`src/hdl/assert_macros.svh`:
```
`ifndef ASSERT_MACROS_SVH
`define ASSERT_MACROS_SVH

// Same-cycle implication, checked at every rising edge outside reset.
`define ABTT_ASSERT(label, clk, rstn, ante, cons, msg) \
    label: assert property (@(posedge clk) disable iff (!rstn) (ante) |-> (cons)) \
        else $error(msg);

// Next-cycle implication, checked at every rising edge outside reset.
`define ABTT_ASSERT_NEXT(label, clk, rstn, ante, cons, msg) \
    label: assert property (@(posedge clk) disable iff (!rstn) (ante) |=> (cons)) \
        else $error(msg);

`endif

```
`src/hdl/abtt_pkg.sv`:
```
`default_nettype none

package abtt_pkg;

    // Tree storage
    localparam int CAPACITY = 63;
    localparam int ADDR_W   = $clog2(CAPACITY);

    // Field widths
    localparam int OP_W   = 3;
    localparam int VAL_W  = 8;
    localparam int IDX_W  = 6;
    localparam int KIND_W = 2;
    localparam int STS_W  = 2;

    localparam int S_TDATA_W = 24;
    localparam int M_TDATA_W = 24;

    localparam logic [IDX_W-1:0] CAP_IDX = IDX_W'(CAPACITY);

    // Item opcodes
    localparam logic [OP_W-1:0] OP_SET_ROOT  = 3'd0;
    localparam logic [OP_W-1:0] OP_SET_LEFT  = 3'd1;
    localparam logic [OP_W-1:0] OP_SET_RIGHT = 3'd2;
    localparam logic [OP_W-1:0] OP_PREORDER  = 3'd3;
    localparam logic [OP_W-1:0] OP_INORDER   = 3'd4;
    localparam logic [OP_W-1:0] OP_POSTORDER = 3'd5;

    // Result kinds
    localparam logic [KIND_W-1:0] KIND_STATUS = 2'd0;
    localparam logic [KIND_W-1:0] KIND_VISIT  = 2'd1;
    localparam logic [KIND_W-1:0] KIND_EMPTY  = 2'd2;

    // Set status codes
    localparam logic [STS_W-1:0] ST_OK        = 2'd0;
    localparam logic [STS_W-1:0] ST_NO_PARENT = 2'd1;
    localparam logic [STS_W-1:0] ST_BEYOND    = 2'd2;

    // Read address select
    typedef enum logic [2:0] {
        RD_ROOT   = 3'd0,
        RD_PARENT = 3'd1,
        RD_LEFT   = 3'd2,
        RD_RIGHT  = 3'd3,
        RD_UP     = 3'd4
    } rd_sel_t;

    // Walk order
    typedef enum logic [1:0] {
        ORD_PRE  = 2'd0,
        ORD_IN   = 2'd1,
        ORD_POST = 2'd2
    } order_t;

    // Controller to datapath
    typedef struct packed {
        logic    take;
        rd_sel_t rd_sel;
        logic    load_cur;
        logic    set_root;
        logic    set_child;
        logic    emit;
        logic    finish;
    } abtt_cmd_t;

    // Datapath to controller
    typedef struct packed {
        logic occ;
        logic cur_root;
        logic cur_odd;
        logic out_free;
        logic held_vld;
    } abtt_sts_t;

endpackage

`default_nettype wire

```
`src/hdl/abtt_ram.sv`:
```
`default_nettype none

module abtt_ram #(
    parameter int WIDTH = 8,
    parameter int DEPTH = 63
) (
    input  wire logic                     aclk,
    input  wire logic                     wr_en,
    input  wire logic [$clog2(DEPTH)-1:0] wr_addr,
    input  wire logic [WIDTH-1:0]         wr_data,
    input  wire logic [$clog2(DEPTH)-1:0] rd_addr,
    output logic      [WIDTH-1:0]         rd_data
);

    logic [WIDTH-1:0] mem [DEPTH];

    // Write port and registered read port
    always_ff @(posedge aclk) begin
        if (wr_en) begin
            mem[wr_addr] <= wr_data;
        end
        rd_data <= mem[rd_addr];
    end

endmodule

`default_nettype wire

```
`src/hdl/abtt_datapath.sv`:
```
`default_nettype none

`include "assert_macros.svh"

module abtt_datapath (
    input  wire logic                          aclk,
    input  wire logic                          aresetn,
    input  wire logic [abtt_pkg::OP_W-1:0]     in_opcode,
    input  wire logic [abtt_pkg::VAL_W-1:0]    in_value,
    input  wire logic [abtt_pkg::IDX_W-1:0]    in_parent,
    input  wire logic                          cfg_we,
    input  wire logic [abtt_pkg::IDX_W-1:0]    cfg_wdata,
    input  wire abtt_pkg::abtt_cmd_t           cmd,
    output abtt_pkg::abtt_sts_t                sts,
    input  wire logic                          m_tready,
    output logic                               m_tvalid,
    output logic [abtt_pkg::KIND_W-1:0]        m_kind,
    output logic [abtt_pkg::STS_W-1:0]         m_status,
    output logic [abtt_pkg::VAL_W-1:0]         m_value,
    output logic [abtt_pkg::IDX_W-1:0]         m_index,
    output logic                               m_last
);

    localparam int IDX_W  = abtt_pkg::IDX_W;
    localparam int VAL_W  = abtt_pkg::VAL_W;
    localparam int ADDR_W = abtt_pkg::ADDR_W;

    logic [IDX_W-1:0] tree_size_reg;
    logic [VAL_W-1:0] val_reg;
    logic [IDX_W-1:0] parent_reg;
    logic             right_reg;
    logic [IDX_W-1:0] cur_idx_reg;
    logic [VAL_W-1:0] cur_val_reg;
    logic [IDX_W-1:0] rd_idx_reg;
    logic             rd_inrng_reg;
    logic             rd_vld_reg;
    logic             held_vld_reg;
    logic [IDX_W-1:0] held_idx_reg;
    logic [VAL_W-1:0] held_val_reg;
    logic [abtt_pkg::CAPACITY-1:0] vld_reg;

    logic                        m_tvalid_reg, m_tvalid_next;
    logic [abtt_pkg::KIND_W-1:0] m_kind_reg,   m_kind_next;
    logic [abtt_pkg::STS_W-1:0]  m_status_reg, m_status_next;
    logic [VAL_W-1:0]            m_value_reg,  m_value_next;
    logic [IDX_W-1:0]            m_index_reg,  m_index_next;
    logic                        m_last_reg,   m_last_next;

    logic [IDX_W-1:0]  used_size;
    logic [IDX_W:0]    rd_idx_w;
    logic [IDX_W-1:0]  cur_m1;
    logic              rd_inrng;
    logic [ADDR_W-1:0] rd_addr;
    logic [VAL_W-1:0]  ram_rdata;
    logic              occ;
    logic [IDX_W:0]    child_idx;
    logic              child_oob;
    logic [abtt_pkg::STS_W-1:0] child_status;
    logic [abtt_pkg::STS_W-1:0] root_status;
    logic              wr_en;
    logic [ADDR_W-1:0] wr_addr;
    logic              out_free;
    logic              out_load;

    // Slots in use, capped at the store depth
    assign used_size = (tree_size_reg < abtt_pkg::CAP_IDX) ? tree_size_reg : abtt_pkg::CAP_IDX;

    // Read index select
    assign cur_m1 = cur_idx_reg - IDX_W'(1);
    always_comb begin
        unique case (cmd.rd_sel)
            abtt_pkg::RD_ROOT:   rd_idx_w = '0;
            abtt_pkg::RD_PARENT: rd_idx_w = {1'b0, parent_reg};
            abtt_pkg::RD_LEFT:   rd_idx_w = {cur_idx_reg, 1'b1};
            abtt_pkg::RD_RIGHT:  rd_idx_w = {cur_idx_reg, 1'b0} + (IDX_W+1)'(2);
            abtt_pkg::RD_UP:     rd_idx_w = {2'b00, cur_m1[IDX_W-1:1]};
            default:             rd_idx_w = '0;
        endcase
    end

    // Bounds check before the read; out-of-range reads park on slot zero
    assign rd_inrng = rd_idx_w < {1'b0, used_size};
    assign rd_addr  = rd_inrng ? rd_idx_w[ADDR_W-1:0] : '0;

    abtt_ram #(
        .WIDTH (VAL_W),
        .DEPTH (abtt_pkg::CAPACITY)
    ) u_store (
        .aclk    (aclk),
        .wr_en   (wr_en),
        .wr_addr (wr_addr),
        .wr_data (val_reg),
        .rd_addr (rd_addr),
        .rd_data (ram_rdata)
    );

    // Slot occupied: in range, written since reset, nonzero
    assign occ = rd_inrng_reg && rd_vld_reg && (ram_rdata != '0);

    // Set checks
    assign child_idx   = {parent_reg, 1'b0} + (right_reg ? (IDX_W+1)'(2) : (IDX_W+1)'(1));
    assign child_oob   = child_idx >= {1'b0, used_size};
    assign root_status = (used_size == '0) ? abtt_pkg::ST_BEYOND : abtt_pkg::ST_OK;

    always_comb begin
        priority if (!rd_inrng_reg) begin
            child_status = abtt_pkg::ST_BEYOND;
        end else if (!occ) begin
            child_status = abtt_pkg::ST_NO_PARENT;
        end else if (child_oob) begin
            child_status = abtt_pkg::ST_BEYOND;
        end else begin
            child_status = abtt_pkg::ST_OK;
        end
    end

    assign wr_en   = (cmd.set_root && (root_status == abtt_pkg::ST_OK)) ||
                     (cmd.set_child && (child_status == abtt_pkg::ST_OK));
    assign wr_addr = cmd.set_root ? '0 : child_idx[ADDR_W-1:0];

    // Output register load
    assign out_free = !m_tvalid_reg || m_tready;

    always_comb begin
        out_load      = 1'b0;
        m_kind_next   = m_kind_reg;
        m_status_next = m_status_reg;
        m_value_next  = m_value_reg;
        m_index_next  = m_index_reg;
        m_last_next   = m_last_reg;
        priority if (cmd.set_root || cmd.set_child) begin
            out_load      = 1'b1;
            m_kind_next   = abtt_pkg::KIND_STATUS;
            m_status_next = cmd.set_root ? root_status : child_status;
            m_value_next  = '0;
            m_index_next  = '0;
            m_last_next   = 1'b1;
        end else if ((cmd.emit || cmd.finish) && held_vld_reg) begin
            out_load      = 1'b1;
            m_kind_next   = abtt_pkg::KIND_VISIT;
            m_status_next = abtt_pkg::ST_OK;
            m_value_next  = held_val_reg;
            m_index_next  = held_idx_reg;
            m_last_next   = cmd.finish;
        end else if (cmd.finish) begin
            out_load      = 1'b1;
            m_kind_next   = abtt_pkg::KIND_EMPTY;
            m_status_next = abtt_pkg::ST_OK;
            m_value_next  = '0;
            m_index_next  = '0;
            m_last_next   = 1'b1;
        end else begin
            out_load      = 1'b0;
        end
    end

    assign m_tvalid_next = out_load ? 1'b1 : (m_tready ? 1'b0 : m_tvalid_reg);

    // Control registers
    always_ff @(posedge aclk) begin
        if (!aresetn) begin
            tree_size_reg <= abtt_pkg::CAP_IDX;
            vld_reg       <= '0;
            held_vld_reg  <= 1'b0;
            m_tvalid_reg  <= 1'b0;
        end else begin
            if (cfg_we) begin
                tree_size_reg <= cfg_wdata;
            end
            if (wr_en) begin
                vld_reg[wr_addr] <= 1'b1;
            end
            if (cmd.emit) begin
                held_vld_reg <= 1'b1;
            end else if (cmd.finish) begin
                held_vld_reg <= 1'b0;
            end
            m_tvalid_reg <= m_tvalid_next;
        end
    end

    // Payload registers
    always_ff @(posedge aclk) begin
        if (cmd.take) begin
            val_reg    <= in_value;
            parent_reg <= in_parent;
            right_reg  <= (in_opcode == abtt_pkg::OP_SET_RIGHT);
        end
        rd_idx_reg   <= rd_idx_w[IDX_W-1:0];
        rd_inrng_reg <= rd_inrng;
        rd_vld_reg   <= vld_reg[rd_addr];
        if (cmd.load_cur) begin
            cur_idx_reg <= rd_idx_reg;
            cur_val_reg <= ram_rdata;
        end
        if (cmd.emit) begin
            held_idx_reg <= cur_idx_reg;
            held_val_reg <= cur_val_reg;
        end
        m_kind_reg   <= m_kind_next;
        m_status_reg <= m_status_next;
        m_value_reg  <= m_value_next;
        m_index_reg  <= m_index_next;
        m_last_reg   <= m_last_next;
    end

    // Status to controller
    assign sts.occ      = occ;
    assign sts.cur_root = (cur_idx_reg == '0);
    assign sts.cur_odd  = cur_idx_reg[0];
    assign sts.out_free = out_free;
    assign sts.held_vld = held_vld_reg;

    assign m_tvalid = m_tvalid_reg;
    assign m_kind   = m_kind_reg;
    assign m_status = m_status_reg;
    assign m_value  = m_value_reg;
    assign m_index  = m_index_reg;
    assign m_last   = m_last_reg;

    `ABTT_ASSERT(a_load_free, aclk, aresetn, out_load, out_free, "output overwritten while stalled")
    `ABTT_ASSERT(a_cur_inrng, aclk, aresetn, cmd.load_cur, rd_inrng_reg, "node loaded from out-of-range slot")
    `ABTT_ASSERT_NEXT(a_fin_last, aclk, aresetn, cmd.finish, (m_tvalid_reg && m_last_reg), "walk end without last result")

endmodule

`default_nettype wire

```
`src/hdl/abtt_ctrl.sv`:
```
`default_nettype none

`include "assert_macros.svh"

module abtt_ctrl (
    input  wire logic                      aclk,
    input  wire logic                      aresetn,
    input  wire logic                      s_tvalid,
    input  wire logic [abtt_pkg::OP_W-1:0] in_opcode,
    output logic                           s_tready,
    input  wire abtt_pkg::abtt_sts_t       sts,
    output abtt_pkg::abtt_cmd_t            cmd
);

    typedef enum logic [12:0] {
        S_IDLE      = 13'h0001,
        S_SET_ROOT  = 13'h0002,
        S_SET_PRD   = 13'h0004,
        S_SET_PCHK  = 13'h0008,
        S_CHK_ROOT  = 13'h0010,
        S_CHK_LEFT  = 13'h0020,
        S_CHK_RIGHT = 13'h0040,
        S_PRE       = 13'h0080,
        S_IN        = 13'h0100,
        S_POST      = 13'h0200,
        S_UP_LEFT   = 13'h0400,
        S_UP_RIGHT  = 13'h0800,
        S_FIN       = 13'h1000
    } state_t;

    state_t                  state_reg, state_next;
    abtt_pkg::order_t        order_reg, order_next;
    logic                    visit_here;
    logic                    stall;

    // Visit rule for the node-phase states
    always_comb begin
        unique case (state_reg)
            S_PRE:   visit_here = (order_reg == abtt_pkg::ORD_PRE);
            S_IN:    visit_here = (order_reg == abtt_pkg::ORD_IN);
            S_POST:  visit_here = (order_reg == abtt_pkg::ORD_POST);
            default: visit_here = 1'b0;
        endcase
    end

    // A visit pushes the held node out, so it waits on a free output slot
    assign stall = visit_here && sts.held_vld && !sts.out_free;

    // Next state and commands
    always_comb begin
        state_next    = state_reg;
        order_next    = order_reg;
        s_tready      = 1'b0;
        cmd.take      = 1'b0;
        cmd.rd_sel    = abtt_pkg::RD_ROOT;
        cmd.load_cur  = 1'b0;
        cmd.set_root  = 1'b0;
        cmd.set_child = 1'b0;
        cmd.emit      = 1'b0;
        cmd.finish    = 1'b0;
        unique case (state_reg)
            S_IDLE: begin
                s_tready = 1'b1;
                if (s_tvalid) begin
                    cmd.take = 1'b1;
                    unique case (in_opcode)
                        abtt_pkg::OP_SET_ROOT: state_next = S_SET_ROOT;
                        abtt_pkg::OP_SET_LEFT,
                        abtt_pkg::OP_SET_RIGHT: state_next = S_SET_PRD;
                        abtt_pkg::OP_PREORDER: begin
                            order_next = abtt_pkg::ORD_PRE;
                            state_next = S_CHK_ROOT;
                        end
                        abtt_pkg::OP_INORDER: begin
                            order_next = abtt_pkg::ORD_IN;
                            state_next = S_CHK_ROOT;
                        end
                        abtt_pkg::OP_POSTORDER: begin
                            order_next = abtt_pkg::ORD_POST;
                            state_next = S_CHK_ROOT;
                        end
                        default: state_next = S_IDLE;
                    endcase
                end
            end
            S_SET_ROOT: begin
                if (sts.out_free) begin
                    cmd.set_root = 1'b1;
                    state_next   = S_IDLE;
                end
            end
            S_SET_PRD: begin
                cmd.rd_sel = abtt_pkg::RD_PARENT;
                state_next = S_SET_PCHK;
            end
            S_SET_PCHK: begin
                // keep the parent read alive while the output is stalled
                cmd.rd_sel = abtt_pkg::RD_PARENT;
                if (sts.out_free) begin
                    cmd.set_child = 1'b1;
                    state_next    = S_IDLE;
                end
            end
            S_CHK_ROOT: begin
                cmd.load_cur = sts.occ;
                state_next   = sts.occ ? S_PRE : S_FIN;
            end
            S_CHK_LEFT: begin
                cmd.load_cur = sts.occ;
                state_next   = sts.occ ? S_PRE : S_IN;
            end
            S_CHK_RIGHT: begin
                cmd.load_cur = sts.occ;
                state_next   = sts.occ ? S_PRE : S_POST;
            end
            S_PRE: begin
                cmd.rd_sel = abtt_pkg::RD_LEFT;
                if (!stall) begin
                    cmd.emit   = visit_here;
                    state_next = S_CHK_LEFT;
                end
            end
            S_IN: begin
                cmd.rd_sel = abtt_pkg::RD_RIGHT;
                if (!stall) begin
                    cmd.emit   = visit_here;
                    state_next = S_CHK_RIGHT;
                end
            end
            S_POST: begin
                cmd.rd_sel = abtt_pkg::RD_UP;
                if (!stall) begin
                    cmd.emit = visit_here;
                    // odd slot is a left child
                    if (sts.cur_root) begin
                        state_next = S_FIN;
                    end else begin
                        state_next = sts.cur_odd ? S_UP_LEFT : S_UP_RIGHT;
                    end
                end
            end
            S_UP_LEFT: begin
                cmd.load_cur = 1'b1;
                state_next   = S_IN;
            end
            S_UP_RIGHT: begin
                cmd.load_cur = 1'b1;
                state_next   = S_POST;
            end
            S_FIN: begin
                if (sts.out_free) begin
                    cmd.finish = 1'b1;
                    state_next = S_IDLE;
                end
            end
            default: state_next = S_IDLE;
        endcase
    end

    always_ff @(posedge aclk) begin
        if (!aresetn) begin
            state_reg <= S_IDLE;
            order_reg <= abtt_pkg::ORD_PRE;
        end else begin
            state_reg <= state_next;
            order_reg <= order_next;
        end
    end

    `ABTT_ASSERT(a_up_occ, aclk, aresetn, ((state_reg == S_UP_LEFT) || (state_reg == S_UP_RIGHT)), sts.occ, "parent slot empty on climb")
    `ABTT_ASSERT(a_idle_clear, aclk, aresetn, (state_reg == S_IDLE), !sts.held_vld, "held node left over after walk")

endmodule

`default_nettype wire

```
`src/hdl/array_binary_tree_traversal_top.sv`:
```
// Set root: after the accept, the status result is loaded in S_SET_ROOT once the output
// register is free. Set child: the parent slot is read first (S_SET_PRD, S_SET_PCHK),
// then the status is loaded. Walk of n nodes: each node takes a probe, pre, in and post step
// plus, below the root, a climb to its parent, and each empty child probe adds one step. The
// last result is loaded in S_FIN. A full output register stalls the step that loads it.
// aresetn (synchronous, active low) clears all slot-valid flags and sets tree_size to 63.
`default_nettype none

module array_binary_tree_traversal_top (
    input  wire logic                              aclk,
    input  wire logic                              aresetn,
    input  wire logic                              s_tvalid,
    output logic                                   s_tready,
    // [2:0] opcode, [10:3] node_value, [16:11] parent_index, [23:17] zero
    input  wire logic [abtt_pkg::S_TDATA_W-1:0]    s_tdata,
    output logic                                   m_tvalid,
    input  wire logic                              m_tready,
    // [1:0] result_kind, [3:2] status_code, [11:4] visited_value,
    // [17:12] visited_index, [23:18] zero
    output logic [abtt_pkg::M_TDATA_W-1:0]         m_tdata,
    output logic                                   m_tlast,
    input  wire logic                              cfg_we,
    input  wire logic [abtt_pkg::IDX_W-1:0]        cfg_wdata
);

    abtt_pkg::abtt_cmd_t cmd;
    abtt_pkg::abtt_sts_t sts;

    logic [abtt_pkg::OP_W-1:0]   in_opcode;
    logic [abtt_pkg::VAL_W-1:0]  in_value;
    logic [abtt_pkg::IDX_W-1:0]  in_parent;
    logic [abtt_pkg::KIND_W-1:0] m_kind;
    logic [abtt_pkg::STS_W-1:0]  m_status;
    logic [abtt_pkg::VAL_W-1:0]  m_value;
    logic [abtt_pkg::IDX_W-1:0]  m_index;

    // Input unpacking
    assign in_opcode = s_tdata[2:0];
    assign in_value  = s_tdata[10:3];
    assign in_parent = s_tdata[16:11];

    abtt_ctrl u_ctrl (
        .aclk      (aclk),
        .aresetn   (aresetn),
        .s_tvalid  (s_tvalid),
        .in_opcode (in_opcode),
        .s_tready  (s_tready),
        .sts       (sts),
        .cmd       (cmd)
    );

    abtt_datapath u_dp (
        .aclk      (aclk),
        .aresetn   (aresetn),
        .in_opcode (in_opcode),
        .in_value  (in_value),
        .in_parent (in_parent),
        .cfg_we    (cfg_we),
        .cfg_wdata (cfg_wdata),
        .cmd       (cmd),
        .sts       (sts),
        .m_tready  (m_tready),
        .m_tvalid  (m_tvalid),
        .m_kind    (m_kind),
        .m_status  (m_status),
        .m_value   (m_value),
        .m_index   (m_index),
        .m_last    (m_tlast)
    );

    // Output packing
    assign m_tdata = {6'b000000, m_index, m_value, m_status, m_kind};

endmodule

`default_nettype wire

```
`config.mk`:
```
export PLATFORM = sky130hd
export DESIGN_NAME = array_binary_tree_traversal_top
export DESIGN_NICKNAME = d
export VERILOG_FILES = /design/src/hdl/abtt_pkg.sv /design/src/hdl/abtt_ram.sv /design/src/hdl/abtt_datapath.sv /design/src/hdl/abtt_ctrl.sv /design/src/hdl/array_binary_tree_traversal_top.sv
export VERILOG_INCLUDE_DIRS = /design/src /design/src/hdl
export SDC_FILE = /design/constraint.sdc
export NUM_CORES = 1
export LEC_CHECK = 0
export CAP_MARGIN = 20
export CORE_ASPECT_RATIO = 1.25
export CORE_MARGIN = 1
export CORE_UTILIZATION = 30
export CTS_BUF_LIST = sky130_fd_sc_hd__clkbuf_8 sky130_fd_sc_hd__clkbuf_16
export DETAILED_ROUTE_END_ITERATION = 16
export DONT_BUFFER_PORTS = 1
export MAX_ROUTING_LAYER = met4
export PLACE_DENSITY = 0.45
export SLEW_MARGIN = 15
export SYNTH_ARGS = -nofsm -noshare
export SYNTH_HDL_FRONTEND = slang
export SYNTH_SLANG_ARGS = --single-unit
```
`constraint.sdc`:
```
create_clock -name aclk -period 4.8 [get_ports aclk]
set_input_delay 0.96 -clock aclk [delete_from_list [all_inputs] [get_ports aclk]]
set_output_delay 0.96 -clock aclk [all_outputs]
set_load 0.03 [all_outputs]
```
### Yosys cells after proc, flatten, opt, wreduce, memory -nomap -nowiden

Memory sizes are Yosys's and may differ from the RTL's. A register that Yosys moved wholly into a read port is not among the register bits.
Cells that the tools add are included.

* flip-flop bits (word level): 156
* memory bits (writable): 504
* input bits: 35
* output and inout bits: 27
* word-level logic and storage cells: 157
* memories kept: 1

* $add $sub $neg: 3
* $lt $le $gt $ge: 6
* eq/ne operators: 29
* multiplexer cells: 59
* bitwise operators: 1
* reduce and logical (&&, ||, !) cells: 36

Memories
* u_dp.u_store.mem: depth 63, bits a word 8, rd ports 1, clocked after memory_dff 1, write ports 1, RTL line abtt_ram.sv:15 `logic [WIDTH-1:0] mem [DEPTH];`

Operators by type and width (number)
* 13-bit one-hot mux with 11 select lines: 1
* 13-bit 2-to-1 mux: 7
* 63-bit OR: 1
* 6-bit 2-to-1 mux: 5
* 7-bit one-hot mux with 4 select lines: 1
* 1-bit 2-to-1 mux: 24
* 2-bit 2-to-1 mux: 9
* 8-bit 2-to-1 mux: 2
* 5-bit one-hot mux with 3 select lines: 1
* 6-bit by 7-bit < comparator with 1-bit output, second input constant: 2
* 13-bit by 1-bit == test with 1-bit output, second input constant: 1
* 13-bit by 10-bit == test with 1-bit output, second input constant: 1
* 13-bit by 11-bit == test with 1-bit output, second input constant: 1
* 13-bit by 12-bit == test with 1-bit output, second input constant: 1
* 13-bit == test, second input constant: 1
* 13-bit by 2-bit == test with 1-bit output, second input constant: 1
* 13-bit by 3-bit == test with 1-bit output, second input constant: 1
* 13-bit by 4-bit == test with 1-bit output, second input constant: 1
* 13-bit by 5-bit == test with 1-bit output, second input constant: 1
* 13-bit by 6-bit == test with 1-bit output, second input constant: 1
* 13-bit by 7-bit == test with 1-bit output, second input constant: 1
* 13-bit by 8-bit == test with 1-bit output, second input constant: 1
* 13-bit by 9-bit == test with 1-bit output, second input constant: 1
* 3-bit by 2-bit == test with 1-bit output, second input constant: 4
* 35 further kinds: 64

### Depth between registers and ports, before layout

Gate-level depths: netlist of run 1.

* depth after elaboration: 11
* depth in mapped cells: 25
* gate-level depth less buffers: 19

### Cells and area by module

From an unflattened synthesis of run 1, not the netlist that was laid out.

* cells, all modules: 1677
* area total of the unflattened synthesis: 27008.4 sq um

By module, submodules not included
* abtt_ram: times used 1, cells an instance 949, area each 19806.5 sq um
* abtt_datapath: times used 1, cells an instance 561, area each 5944.5 sq um
* abtt_ctrl: times used 1, cells an instance 160, area each 1208.7 sq um
* array_binary_tree_traversal_top: times used 1, cells an instance 7, area each 48.8 sq um

### Least setup slack after synthesis of run 1

Ideal clock, no wire load.

* path kind: reg-to-reg
* start point: register u_ctrl.state_reg[0]
* end point: register u_dp.u_store.rd_data[2], read port of u_dp.u_store.mem
* setup time: 136 ps
* data arrival time: 4825 ps
* data required time: 4664 ps
* path slack: -161 ps
* stages on the path, launching flop included: 22
* path buffers: 7
* clock period less this slack: 4961 ps
* path through: dfxtp_1 > buf_2 > or4_1 > buf_2 > nor4_2 > a22o_1 > nor2_2 > clkinv_2 > buf_4 > buf_4 > buf_2 > ha_1 > a2111o_1 > o21ai_1 > buf_2 > o211ai_2 > buf_2 > a221oi_1 > o21ai_0 > a2111o_1 > nand3_1 > o31ai_1

* cells in the longest elaborated chain, start to end: 7

Ends and longest elaborated chain
* start: declaration: RTL line abtt_ctrl.sv:31 `state_t state_reg, state_next;`
* start signal: assignment: RTL line abtt_ctrl.sv:165 `state_reg <= state_next;`
* 13-bit by 3-bit == test with 1-bit output or 13-bit by 4-bit == test with 1-bit output (tied branches): RTL line abtt_ctrl.sv:61 `unique case (state_reg)`
* 2-bit OR reduction (no source line)
* 3-bit one-hot mux with 4 select lines (*): RTL line abtt_ctrl.sv:61
* 3-bit == test, or another cell as far along: RTL line abtt_datapath.sv:71 `unique case (cmd.rd_sel)`
* 7-bit one-hot mux with 4 select lines (*): RTL line abtt_datapath.sv:71
* via u_dp.rd_idx_w[2]: RTL line abtt_datapath.sv:50 `logic [IDX_W:0] rd_idx_w;`
* 7-bit by 6-bit < comparator with 1-bit output: RTL line abtt_datapath.sv:82 `assign rd_inrng = rd_idx_w < {1'b0, used_size};`
* 6-bit 2-to-1 mux (*): RTL line abtt_datapath.sv:83 `assign rd_addr = rd_inrng ? rd_idx_w[ADDR_W-1:0] : '0;`
* end: declaration: RTL line abtt_ram.sv:12 `output logic [WIDTH-1:0] rd_data`

The timed path passes the listed nets; every way through them passes the cells marked *.
A chain may end at the register's enable or synchronous reset.

### Final worst setup path of run 1

* start point: register u_ctrl.state_reg[4]
* end point: register u_dp.u_store.rd_data[2], read port of u_dp.u_store.mem

The elaborated chain is that of the path after synthesis.

==> results.txt, run 1 <==
critical path data required time - 5.30 ns
final routed wirelength across all metal layers - 90100 um
number of DRC markers after the initial detailed-route iteration - 1501
Via density - 5.17
clock power share - 42.0%
library cell used as clock root buffer - clkbuf_16
number of iterations in the first detailed-routing pass - 5
most area-consuming cells after synthesis - edfxtp_1, dfxtp_1, nand2_1, mux2i_1, o21a_1
non-filler instance count after layout - 3575
die boundary width - 271 um
area inside the core boundary - 89900 um^2
R2R setup slack - 0.07 ns
post-detailed-route count of antenna-violating nets - 0
Switching Fraction - 22.9%
most frequent cells after synthesis - edfxtp_1, nand2_1, nor2_1, dfxtp_1, a21oi_1
total area of multi-input combinational cells - 7900 um^2
unrepaired setup endpoints after global routing - true
flip-flop count of the largest register after layout - 504
layout filler cell count - 8683
Worst path max stage delay - 0.53 ns
power share of the combinational group - 5.6%
initial antenna violation count - 0
Clock Latency Late Sink - 0.64 ns
sequential cell area in the final layout - 18900 um^2
largest net degree at the start of global routing - 87
arrival time of data at the critical path endpoint - 5.23 ns
final hold violation count - 0
Max Fclk - 212 MHz
launch point of the worst path - u_ctrl.state_reg[4]
# DRC - 0
most common cell in the netlist - edfxtp_1
type of the worst setup path - reg -> reg
ys flop type - edfxtp_1
final period utilization - 98.5%
Worst Setup EP - u_dp.u_store.rd_data[2]
relative area change from synthesis to final layout - 22.7%
HPWL reported at the end of detailed placement - 59300 um
H-tree depth - 3
cells along the critical path - or4_4 -> buf_6 -> nor4_4 -> a221o_1 -> ha_4 -> a21o_1 -> a21o_1 -> a2111o_1 -> o21ai_2 -> buf_12 -> o211ai_4 -> buf_12 -> a221o_1 -> a21oi_1 -> nor3_1 -> a311oi_1 -> o31ai_1
Gate Count Post-Synth - 2062
TritonCTS clock tree - built
outcome - completed
final worst path period need - 4.73 ns
CTS sink cnt - 668
TritonCTS buffer count - 67
Seq/Total Area, Yosys - 69.4%
Int Power - 0.00950 W
worst-case headroom to the max-slew limit - 37.9%
Post-Synthesis Cell Area - 27200 um^2
maximum clock skew at final layout - 0.0277 ns
Netlist cell types - 102
number of warnings issued by yosys - 0
Seq cells post-synth - 668
GR Util All Layers - 20.0%
number of placed instances with taps included - 3437
Hold-fix buffers, CTS - 0
I/O pin total - 62
Max Fanout on Critical Path - 15
max-capacitance violation count - 0
cell row count - 123
Buffers on Ports - 0
critical-path cell with the highest stage delay - or4_4
power density over the cells - 369 nW/um^2
maximum vdd ir drop - 401 uV
setup_tns - 0 ns
worst hold margin - 0.389 ns
effective utilization at floorplan - 30.3%
Flop pwr share - 52.4%
via count of the first global-routing pass - 18498
Max Root-Sink Buffers - 3
area leader, netlist - edfxtp_1
Syn Area/Cell - 13.2 um^2
actual slew at the worst max-slew pin - 0.932 ns
Hold WC Path Type - reg -> reg
Reg clk slew, reported paths - 0.07 ns
share of Yosys cell area claimed by the top area cell type - 60.6%
share of final-layout standard cells stronger than drive strength 1 - 22.1%
number of enable flip-flop cells after synthesis - 549
startpoint types - flop
max-slew violation count - 0
net switching power of the design - 0.00282 W
length in cells of the worst reg-to-reg path - 17
last weighted congestion value of the routability-driven placer - 0.894
endpoint type of the worst setup path - flop
total grt overflow - 0
# diodes - 0
endpoint of the worst register-to-register path - u_dp.u_store.rd_data[2]
final setup violating endpoints - 0
die height - 339 um
die area - 91900 um^2
net count of the finished layout - 2384
Critical R2R Launch - u_ctrl.state_reg[4]
share of synthesized registers carrying an async set or reset - 0%
vias after detailed routing - 18500
average wire per cell in the routed design - 25.2 um
worst hold path stage count - 0
global-route wire length before repair - 130000 um
static leakage - 11.7 nW
==> critical path: cells and delay by family, from the launching register on <==
kind | cells | cell delay [ns]
compound gates | 10 | 2.50
simple gates | 3 | 1.02
buf+inv | 3 | 0.50
flops | 1 | 0.36
fa+ha+maj | 1 | 0.23
==> how the worst min path moves through the flow <==
stage                           to               start  slack [ns]
6_report       u_dp.cur_idx_reg[2]  u_dp.rd_idx_reg[2]        0.39
5_1_grt        u_ctrl.state_reg[2]          s_tdata[2]        0.38
4_1_cts        u_ctrl.state_reg[2]          s_tdata[2]        0.36
3_5_place_dp   u_dp.cur_idx_reg[5]  u_dp.rd_idx_reg[5]        0.39
3_3_place_gp   u_dp.cur_idx_reg[5]  u_dp.rd_idx_reg[5]        0.39
2_1_floorplan  u_dp.cur_idx_reg[0]  u_dp.rd_idx_reg[0]        0.39
==> final cells by class <==
cell class | count | share of cell area, %
multi-input combinational | 1244 | 23.7
inverter | 23 | 0.266
sequential | 668 | 56.6
clock inverter | 46 | 0.893
clock buffer | 78 | 5.61
tap | 1187 | 4.45
timing repair buffer | 329 | 8.51
==> cells by family after synthesis <==
group                    after synthesis  share of synthesized area (%)
other                                  1                         0.0138
multiplexers                          74                           2.83
flip-flops                           668                           69.4
XOR/XNOR                              12                          0.386
AND/OR/NAND/NOR                      642                           10.9
AO/OA/AOI/OAI                        494                           13.0
buffers and inverters                155                           2.73
adder cells (fa/ha/maj)               16                          0.736
==> metal layers <==
layer / global-route usage [%] / vias up / wire (um)
met5: - / - / 0
met3: 2.47 / 152 / 4410
met1: 23.8 / 9361 / 36500
met2: 34.3 / 565 / 45800
met4: 8.08 / 0 / 3430
li1: - / 8422 / -
==> layout by cell type, fill, tap and decap left out, drive strengths merged, types with 6 or more instances in the layout <==
cell and count:
a211oi 15, nand3b 9, and3 13, a22oi 14
nand3 75, clkbuf 78, ha 16, edfxtp 549
buf 329, xnor2 8, nor3 40, o31ai 9
a21o 12, conb 6, nand2b 8, dfxtp 119
o21ai 80, a221o 14, a221oi 29, a21boi 7
mux2 17, a21oi 79, mux2i 57, nand4 7
nor2b 7, o211ai 20, or4 10, o221ai 13
nor2 142, o22ai 25, a31oi 32, nor4 29
clkinv 29, nand2 279, inv 37, o21a 73
==> power groups by stage <==
stage	logic, W	clock network, W	registers (W)
floorplan	0.000300	0	0.00662
global placement	0.000666	0	0.00658
detailed placement	0.000680	0	0.00658
CTS	0.000688	0.00530	0.00645
global route	0.000743	0.00552	0.00645
finish	0.000695	0.00517	0.00645
==> metrics by stage <==
step	setup slack, ns	util (%)	instance area (um^2)	total power, W
2_1_floorplan	0.0461	-	27200	0.00692
3_3_place_gp	-0.104	34.3	30800	0.00724
3_5_place_dp	-0.0990	34.3	30800	0.00726
4_1_cts	0.00464	36.8	33100	0.0124
5_1_grt	-0.0330	37.1	33400	0.0127
6_report	0.0731	37.1	33400	0.0123
==> what timing repair did <==
action | in CTS | in global routing
endpoints found under the setup margin | 9 | 9
pin swaps | 4 | 17
resized for setup | 12 | 42
buffers inserted | 5 | 9
Note: power is estimated with default switching activity, not from simulation.
==> run 2: changes to the inputs <==
--- a/config.mk
+++ b/config.mk
@@ -11,10 +11,11 @@
 export CORE_MARGIN = 1
 export CORE_UTILIZATION = 30
 export CTS_BUF_LIST = sky130_fd_sc_hd__clkbuf_8 sky130_fd_sc_hd__clkbuf_16
+export CTS_CLUSTER_SIZE = 14
 export DETAILED_ROUTE_END_ITERATION = 16
 export DONT_BUFFER_PORTS = 1
 export MAX_ROUTING_LAYER = met4
-export PLACE_DENSITY = 0.45
+export PLACE_DENSITY = 0.44
 export SLEW_MARGIN = 15
 export SYNTH_ARGS = -nofsm -noshare
 export SYNTH_HDL_FRONTEND = slang
==> constraint.sdc (replaced) <==
create_clock -name aclk -period 4.76 [get_ports aclk]
set_input_delay 0.952 -clock aclk [delete_from_list [all_inputs] [get_ports aclk]]
set_output_delay 0.952 -clock aclk [all_outputs]
set_load 0.03 [all_outputs]
==> results.txt, run 2 (same netlist as run 1, synthesis figures left out) <==
outcome - finished with violations
violations in the final reports - negative setup slack
# diodes - 0
Routed met2 length - 47500 um
total grt overflow - 0
vias after detailed routing - 18822
worst hold margin - 0.403 ns
average wire per cell in the routed design - 26.1 um
flip-flop count of the largest register after layout - 504
Clock Latency Late Sink - 0.63 ns
die area - 91900 um^2
maximum clock skew at final layout - 0.0271 ns
top library cells by usage in the layout, fill and taps aside - edfxtp_1, buf_4, nand2_1
highest signal layer in the routed design - met4
Buffers on Ports - 0
worst-case headroom to the max-slew limit - 26.4%
final setup violating endpoints - 1
relative area change from synthesis to final layout - 24.8%
net count of the finished layout - 2407
number of iterations in the first detailed-routing pass - 5
Max Root-Sink Buffers - 3
static leakage - 12.0 nW
non-filler instance count after layout - 3601
unrepaired setup endpoints after global routing - true
type of the worst setup path - reg -> reg
critical-path cell with the highest stage delay - or4_4
I/O pin total - 62
final hold violation count - 0
placement-stage worst setup slack - -0.242 ns
Worst path max stage delay - 0.54 ns
CTS sink cnt - 668
cells along the critical path - or4_4 -> buf_6 -> nor4_4 -> o211a_1 -> a221o_1 -> ha_4 -> a21o_1 -> a21o_1 -> a2111o_1 -> buf_6 -> o21ai_4 -> buf_6 -> nand3_4 -> buf_12 -> clkbuf_16 -> buf_4 -> clkbuf_16 -> nor2_1 -> o221ai_1 -> o211ai_1 -> o211ai_1 -> o31ai_1
post-detailed-route count of antenna-violating nets - 0
TritonCTS clock tree - built
GR Util All Layers - 20.6%
cell row count - 123
global-route wire length before repair - 133000 um
# DRC - 0
final period utilization - 100%
max-slew violation count - 0
final routed wirelength across all metal layers - 93900 um
final worst path period need - 4.77 ns
Max Fclk - 210 MHz
worst path setup slack after routing - -0.00948 ns
Buffers & Inverters on Critical Path - 7
Hold-fix buffers, CTS - 0
dominant delay contributor by cell family on the critical path - compound AO/OA/AOI/OAI gates
power density over the cells - 377 nW/um^2
Critical R2R Launch - u_ctrl.state_reg[7]
Most Frequent Cell on Critical Path - buf_6
initial antenna violation count - 0
H-tree depth - 3
area inside the core boundary - 89900 um^2
via count of the first global-routing pass - 18388
TritonCTS buffer count - 70
actual slew at the worst max-slew pin - 1.10 ns
endpoint type of the worst setup path - flop
critical path data required time - 5.29 ns
launch point of the worst path - u_ctrl.state_reg[7]
Reg clk slew, reported paths - 0.06 ns
max-capacitance violation count - 0
library cell used as clock root buffer - clkbuf_16
beginning of the worst hold path - u_dp.rd_idx_reg[5]
Routed met3 length - 4140 um
startpoint types - flop
maximum vdd ir drop - 238 uV
number of DRC markers after the initial detailed-route iteration - 1591
HPWL reported at the end of detailed placement - 61300 um
arrival time of data at the critical path endpoint - 5.30 ns
share of final-layout standard cells stronger than drive strength 1 - 24.2%
last weighted congestion value of the routability-driven placer - 0.877
largest net degree at the start of global routing - 74
Hold WC Path Type - reg -> reg
effective utilization at floorplan - 30.3%
setup_tns - -0.00948 ns
number of placed instances with taps included - 3441
most frequent standard cell in the layout excluding fill and tap cells - edfxtp_1
sum of routed wire segments on met1 - 38800 um
Max Fanout on Critical Path - 10
Via density - 5.23
total power consumption of the routed design - 0.0128 W
die height - 339 um
die boundary width - 271 um
==> run 2: changes by cell type in the layout (fill, tap and decap cells not counted), sizes merged <==
| cell | before | now |
|---|---|---|
| clkinv | 29 | 23 |
| bufinv | 2 | 5 |
| buf | 329 | 346 |
| clkbuf | 78 | 84 |
| clkinvlp | 1 | 7 |
==> run 2: area by class of cell <==
class	instances	area (um^2)
tap	1187	1490
inverter	23	92.6
multi-input combinational	1244	8140
fill	8599	55900
clock inverter	49	377
clock buffer	81	1960
timing repair buffer	349	3020
sequential	668	18900
==> run 2: where the power goes <==
group | internal [W] | switching, W
logic | 0.000206 | 0.000514
registers | 0.00645 | 0.0000640
clock network | 0.00322 | 0.00232
==> run 2: worst paths after layout <==
path         slack (ns)  cells past startpoint                       to
max              -0.009                     22  u_dp.u_store.rd_data[7]
min                0.40                      0      u_dp.cur_idx_reg[5]
max reg2reg      -0.009                     22  u_dp.u_store.rd_data[7]
min reg2reg        0.40                      0      u_dp.cur_idx_reg[5]
==> run 2: repair_timing <==
item	CTS	global route
gates cloned	0	4
buffers inserted	2	25
pin swaps	5	32
gates resized for setup	22	90
setup endpoints to repair	9	9
==> run 2: through the flow <==
stage | utilization (%) | area, um^2
2_1_floorplan | - | 27200
3_3_place_gp | 34.2 | 30800
3_5_place_dp | 34.2 | 30800
4_1_cts | 37.0 | 33200
5_1_grt | 37.8 | 33900
6_report | 37.8 | 33900
==> run 2: metal layers <==
metal,global-route usage [%],vias up
li1,-,8474
met1,25.0,9610
met2,34.6,592
met3,2.57,146
met4,8.05,0
met5,-,-
